**src/hw/rtl/bsc_pkg.sv**
```systemverilog
// Shared codes and controller/datapath command and status types of the safety check.
package bsc_pkg;

    // Request kinds carried in the input tuser field
    localparam logic [1:0] REQ_MAX   = 2'd0;
    localparam logic [1:0] REQ_ALLOC = 2'd1;
    localparam logic [1:0] REQ_AVAIL = 2'd2;
    localparam logic [1:0] REQ_RUN   = 2'd3;

    // Configuration port
    localparam int CFG_IW = 1;
    localparam int CFG_DW = 8;
    localparam logic [CFG_IW-1:0] CFG_PROCS = 1'b0;
    localparam logic [CFG_IW-1:0] CFG_RES   = 1'b1;

    localparam int CNT_W  = 16;
    localparam int PID_W  = 4;
    localparam int REQ_W  = 2;
    localparam int PIDX_W = 4;
    localparam int RIDX_W = 3;
    localparam int PROCS_W = 5;
    localparam int RES_W   = 4;
    localparam logic [PROCS_W-1:0] PROCS_RST = 5'd16;
    localparam logic [RES_W-1:0]   RES_RST   = 4'd8;

    typedef struct packed {
        logic wr_max;     // load one max-claim entry
        logic wr_alloc;   // load one allocation entry
        logic wr_avail;   // load one available count
        logic copy;       // working vector <= available vector
        logic chk_clr;    // clear the need-check fail flag
        logic chk_rd;     // read one entry pair for the need check
        logic rel_rd;     // read one allocation entry for release
        logic emit_proc;  // load a finished-process item into the output register
        logic emit_verd;  // load the verdict item into the output register
        logic safe;       // verdict bit, valid with emit_verd
    } t_cmd;

    typedef struct packed {
        logic fail;       // some need exceeded the working count
        logic out_free;   // output register can take an item this cycle
    } t_sts;

endpackage

```
**src/hw/rtl/bsc_ctrl.sv**
```systemverilog
// Controller: configuration registers, pass/process/resource sequencing and finished flags.
module bsc_ctrl #(
    parameter int MAX_PROCS = 16,
    parameter int MAX_RES   = 8,
    parameter int PW = (MAX_PROCS > 1) ? $clog2(MAX_PROCS) : 1,
    parameter int RW = (MAX_RES > 1) ? $clog2(MAX_RES) : 1
) (
    input  logic                      i_clk,
    input  logic                      i_rst_n,
    input  logic                      i_s_tvalid,
    output logic                      o_s_tready,
    input  logic [bsc_pkg::REQ_W-1:0] i_req_type,
    input  logic                      i_cfg_valid,
    output logic                      o_cfg_ready,
    input  logic [bsc_pkg::CFG_IW-1:0] i_cfg_index,
    input  logic [bsc_pkg::CFG_DW-1:0] i_cfg_data,
    output bsc_pkg::t_cmd             o_cmd,
    input  bsc_pkg::t_sts             i_sts,
    output logic [PW-1:0]             o_rd_proc,
    output logic [RW-1:0]             o_rd_res,
    output logic [bsc_pkg::PID_W-1:0] o_pid
);
    import bsc_pkg::*;

    localparam int NPW = $clog2(MAX_PROCS + 1);
    localparam int NRW = $clog2(MAX_RES + 1);

    localparam logic [3:0] S_IDLE  = 4'd0;
    localparam logic [3:0] S_SCAN  = 4'd1;
    localparam logic [3:0] S_CHK   = 4'd2;
    localparam logic [3:0] S_CWAIT = 4'd3;
    localparam logic [3:0] S_CDEC  = 4'd4;
    localparam logic [3:0] S_REL   = 4'd5;
    localparam logic [3:0] S_RWAIT = 4'd6;
    localparam logic [3:0] S_EMIT  = 4'd7;
    localparam logic [3:0] S_VERD  = 4'd8;

    logic [3:0]           r_state, n_state;
    logic [PROCS_W-1:0]   r_procs, n_procs;
    logic [RES_W-1:0]     r_res, n_res;
    logic [MAX_PROCS-1:0] r_done, n_done;
    logic [NPW-1:0]       r_i, n_i;
    logic [NPW-1:0]       r_pass, n_pass;
    logic                 r_prog, n_prog;
    logic [RW-1:0]        r_j, n_j;

    logic [NPW-1:0] w_np;
    logic [NRW-1:0] w_nr;
    logic           w_last_j;
    logic           w_safe;
    logic           w_accept;
    t_cmd           w_cmd;

    assign w_np = (32'(r_procs) > MAX_PROCS) ? NPW'(MAX_PROCS) : NPW'(r_procs);
    assign w_nr = (32'(r_res) > MAX_RES) ? NRW'(MAX_RES) : NRW'(r_res);
    assign w_last_j = (NRW'(r_j) + NRW'(1)) == w_nr;
    assign w_accept = i_s_tvalid && (r_state == S_IDLE);

    always_comb begin
        w_safe = 1'b1;
        for (int k = 0; k < MAX_PROCS; k++) begin
            if ((k < 32'(w_np)) && !r_done[k]) begin
                w_safe = 1'b0;
            end
        end
    end

    always_comb begin
        n_state = r_state;
        n_procs = r_procs;
        n_res   = r_res;
        n_done  = r_done;
        n_i     = r_i;
        n_pass  = r_pass;
        n_prog  = r_prog;
        n_j     = r_j;
        w_cmd   = '0;

        if (i_cfg_valid) begin
            unique case (i_cfg_index)
                CFG_PROCS: n_procs = i_cfg_data[PROCS_W-1:0];
                CFG_RES:   n_res   = i_cfg_data[RES_W-1:0];
                default: ;
            endcase
        end

        unique case (r_state)
            S_IDLE: begin
                if (w_accept) begin
                    unique case (i_req_type)
                        REQ_MAX:   w_cmd.wr_max   = 1'b1;
                        REQ_ALLOC: w_cmd.wr_alloc = 1'b1;
                        REQ_AVAIL: w_cmd.wr_avail = 1'b1;
                        REQ_RUN: begin
                            w_cmd.copy = 1'b1;
                            n_done  = '0;
                            n_i     = '0;
                            n_pass  = '0;
                            n_prog  = 1'b0;
                            n_state = S_SCAN;
                        end
                        default: ;
                    endcase
                end
            end
            S_SCAN: begin
                if (r_i >= w_np) begin
                    // end of a pass
                    if (!r_prog || ((r_pass + NPW'(1)) >= w_np)) begin
                        n_state = S_VERD;
                    end else begin
                        n_pass = r_pass + NPW'(1);
                        n_i    = '0;
                        n_prog = 1'b0;
                    end
                end else if (r_done[r_i[PW-1:0]]) begin
                    n_i = r_i + NPW'(1);
                end else if (w_nr == '0) begin
                    n_state = S_EMIT;
                end else begin
                    w_cmd.chk_clr = 1'b1;
                    n_j     = '0;
                    n_state = S_CHK;
                end
            end
            S_CHK: begin
                w_cmd.chk_rd = 1'b1;
                if (w_last_j) begin
                    n_state = S_CWAIT;
                end else begin
                    n_j = r_j + RW'(1);
                end
            end
            S_CWAIT: n_state = S_CDEC;
            S_CDEC: begin
                if (i_sts.fail) begin
                    n_i     = r_i + NPW'(1);
                    n_state = S_SCAN;
                end else begin
                    n_j     = '0;
                    n_state = S_REL;
                end
            end
            S_REL: begin
                w_cmd.rel_rd = 1'b1;
                if (w_last_j) begin
                    n_state = S_RWAIT;
                end else begin
                    n_j = r_j + RW'(1);
                end
            end
            S_RWAIT: n_state = S_EMIT;
            S_EMIT: begin
                if (i_sts.out_free) begin
                    w_cmd.emit_proc = 1'b1;
                    n_done[r_i[PW-1:0]] = 1'b1;
                    n_prog  = 1'b1;
                    n_i     = r_i + NPW'(1);
                    n_state = S_SCAN;
                end
            end
            S_VERD: begin
                if (i_sts.out_free) begin
                    w_cmd.emit_verd = 1'b1;
                    w_cmd.safe      = w_safe;
                    n_state         = S_IDLE;
                end
            end
            default: n_state = S_IDLE;
        endcase
    end

    always_ff @(posedge i_clk) begin
        if (!i_rst_n) begin
            r_state <= S_IDLE;
            r_procs <= PROCS_RST;
            r_res   <= RES_RST;
            r_done  <= '0;
            r_i     <= '0;
            r_pass  <= '0;
            r_prog  <= 1'b0;
            r_j     <= '0;
        end else begin
            r_state <= n_state;
            r_procs <= n_procs;
            r_res   <= n_res;
            r_done  <= n_done;
            r_i     <= n_i;
            r_pass  <= n_pass;
            r_prog  <= n_prog;
            r_j     <= n_j;
        end
    end

    assign o_s_tready  = (r_state == S_IDLE);
    assign o_cfg_ready = 1'b1;
    assign o_cmd       = w_cmd;
    assign o_rd_proc   = r_i[PW-1:0];
    assign o_rd_res    = r_j;
    assign o_pid       = PID_W'(r_i);

endmodule
```
**config.mk**
```make
export PLATFORM = sky130hd
export DESIGN_NAME = bsc_ctrl
export DESIGN_NICKNAME = d
export VERILOG_FILES = /design/src/hw/rtl/bsc_pkg.sv /design/src/hw/rtl/bsc_ctrl.sv
export SDC_FILE = /design/constraint.sdc
export NUM_CORES = 1
export LEC_CHECK = 0
export ABC_AREA = 1
export BUFFER_PORTS_ARGS = -buffer_cell sky130_fd_sc_hd__buf_2
export CORE_ASPECT_RATIO = 0.6
export CORE_UTILIZATION = 55
export CTS_CLUSTER_DIAMETER = 100
export DETAILED_ROUTE_END_ITERATION = 12
export PLACE_DENSITY = 0.76
export SLEW_MARGIN = 15
export SYNTH_ARGS = -nofsm -noshare
export SYNTH_HDL_FRONTEND = slang
export SYNTH_SLANG_ARGS = --single-unit
export TNS_END_PERCENT = 20
```
**constraint.sdc**
```tcl
create_clock -name i_clk -period 3.05 [get_ports i_clk]
set_input_delay 0.1525 -clock i_clk [delete_from_list [all_inputs] [get_ports i_clk]]
set_output_delay 0.1525 -clock i_clk [all_outputs]
set_load 0.03 [all_outputs]
```
==> metrics.yaml <==
logic_synthesis:
  yosysSeqAreaShare_pct: 28.00
  synth_area_sq_um: 3074
  yosysTopAreaCellShare_pct: 28.00
  synth.net_count: 528
  synth-edff-count: 0
  avgSynthCellArea_sq_um: 6.211
  yosys-top-cells-area: "dfxtp_1, nand2_1, inv_1, a21oi_1, ha_1"
  async_flop_share_pct: 0
  ys_ff_latch: 43
  syn_inst: 495
  yosys.area.top_type: "dfxtp_1"
  synth_flop_cell: "dfxtp_1"
  yosysUniqueCellTypes: 32
  yosysWarnings: 0
critical_path:
  required_ns: 2.90
  r2r_end: "r_prog"
  crit_path_max_fanout: 6
  cp_common_cell: "nand2_1"
  endpoint_kind: "output port"
  cp_cell_sequence: "inv_1, nand3_1, nand2_1, nand2_1, ha_1, nand2_1, nand2_1, nand2_1, nand3_1, nor2_2, nand2_1, nor2_1, buf_2"
  r2r_cells: 15
  slowest_stage: "dfxtp_1"
  critical_path_class: "reg2out"
  rrSetupSlack_ns: 0.39
  critPathLaunchType: "register"
  arrival_ns: 2.54
  critPathMaxStageDelay_ns: 0.47
  reg2reg_from: "r_pass[0]"
cells_and_area:
  diodes: 0
  final_cell_mix: "nand2_1, inv_1, dfxtp_1, nor2_1, a21oi_1"
  fill_cells: 499
  drive_above_1_share_pct: 14.26
  nets: 558
  final_common_cell: "nand2_1"
  area_growth_syn_to_layout_pct: 9.483
  regArea_sq_um: 860.8
  multi_input_area_sq_um: 1783
sta:
  fin_crit_sh_pct: 88.23
  fin_crit_ns: 2.691
  hold_viol_final: 0
  fmax_ghz: 0.3716
  worst_slew_pin_slew_ns: 0.7105
  slew_headroom_pct: 52.63
  maxSlewViolCount: 0
  rsz0062_at_grt: "no"
  clock-skew-final_ns: 0.01050
  setup_tns_ns: 0
  setup_viol: 0
placed_design:
  port_buffers: 35
  dp_hpwl_um: 6164
  gp_congestion: 0.9291
floorplan:
  rows: 20
  start_util_pct: 58.78
  die_h_um: 59.91
  die_area_sq_um: 5902
  io_pins: 40
  die_w_um: 98.52
  core_area_sq_um: 5230
power:
  p_leak_uw: 0.001757
  ir_worst_vdd_mv: 0.5591
  cellPowerDensity_nw_per_um2: 797.9
  total_power_uw: 2686
clock_network:
  cts_tree: "done"
  htree_num_levels: 2
  clk_latency_ns: 0.30
  post_cts_buffers: 0
  cts_buffer_depth: 2
  root_buffer: "clkbuf_8"
  post_cts_resized: 0
  numCtsBuffers: 5
  cts_hold_buffers: 0
  numClockSinks: 43
  cts.clk_slew.worst_paths_ns: 0.09
min_path:
  whs_endpoint: "r_procs[4]"
  min_path_type: "in2reg"
  hold_depth: 3
  min_from: "i_cfg_data[4]"
run:
  max-cap-violations: 0
grt:
  grt_max_degree: 18
  track_usage_pct: 27.99
  overflow: 0
  grt_pass1_vias: 2642
  antenna_found_initial: 0
  grt_first_pass_wirelength_um: 12810
drt:
  routedWlPerCell_um: 13.34
  drtIter0Drc: 319
  first_pass_iters: 8
  drt_wl_total_um: 7898
  drt_drc_violations_left: 0
  drt-vias-per-instance: 5.365
  ant_nets: 0
  vias: 3176
status:
  status: "complete, no violations"
## Yosys cell counts (2+ instances only)
master and count:
inv_1 74, inv_2 6, nor2_1 42, nand3_1 40, nand4_1 18, clkbuf_1 3, nor2_2 5, nand2_2 4
buf_6 2, nor3_1 4, nand2_1 145, nand3_2 2, dfxtp_1 43, buf_4 11, o21ai_2 2, ha_1 16
xor2_1 4, a21oi_2 2, nor2_4 3, o21ai_0 14, nand3b_1 2, o211ai_1 2, a21oi_1 42
## metrics by stage
step           area, sq um  hold slack (ns)  instances  util (%)  setup WS (ns)
3_5_place_dp          3248           0.3828        584     62.11         0.4109
6_report              3366          0.07103        592     64.35         0.3591
3_3_place_gp          3248           0.3777        584     62.11         0.5319
5_1_grt               3366           0.1006        592     64.35        0.03902
2_1_floorplan         3074           0.2829        495         -         0.4125
4_1_cts               3366          0.07535        592     64.35         0.3776
## worst max path at each step
stage | from | end | slack (ns) | cells after the start
global placement | r_pass[0] | r_prog | 0.53 | 15
finish | r_procs[2] | o_cmd[5] | 0.36 | 13
detailed placement | r_pass[0] | r_prog | 0.41 | 15
CTS | r_procs[2] | o_cmd[5] | 0.38 | 13
global route | r_pass[0] | r_prog | 0.04 | 15
floorplan | r_state[1] | o_cmd[0] | 0.41 | 8
## power breakdown
group          switching (uW)  internal, uW
clock                     212           266
sequential               87.2           635
combinational            1030           453
total                    1330          1350
## sequential cells by signal (all words and copies together) (netlist names)
register,flops
r_done,16
r_pass,5
o_rd_res,3
r_state,4
r_res,4
r_i,5
r_prog,1
r_procs,5
## final cells by class
class	instances	area share [%]
Clock buffer	6	2.454
Timing Repair Buffer	40	6.320
Sequential cell	43	25.58
Multi-Input combinational cell	353	52.97
Inverter	82	9.182
Tap cell	66	2.454
Clock inverter	2	1.041
## per-layer routing
layer | GRT usage, % | vias to the layer above | share of wire [%]
li1 | - | 1632 | -
met1 | 42.99 | 1406 | 50
met2 | 41.25 | 134 | 40
met3 | 4.912 | 4 | 9.6
met4 | 4.051 | 0 | 0.32
met5 | 0 | - | 0
## logic make-up (layout without fill, tap and decap cells)
| kind of cell | after synthesis | count (layout) | synth area share [%] |
|---|---|---|---|
| adder cells (fa/ha/maj) | 16 | 16 | 6.512 |
| buffers and inverters | 99 | 130 | 14.00 |
| flip-flops | 43 | 43 | 28.00 |
| other | 1 | 1 | 0.1220 |
| AND/OR/NAND/NOR | 268 | 268 | 39.11 |
| XOR/XNOR | 4 | 4 | 1.139 |
| AO/OA/AOI/OAI | 64 | 64 | 11.11 |
## worst max-delay path: cells and delay by family, from the launching register on
kind	cells	cell delay (ns)
buf+inv	2	0.33
fa+ha+maj	1	0.31
simple gates	10	1.14
flops	1	0.47
Power figures use the tool's default switching activity.
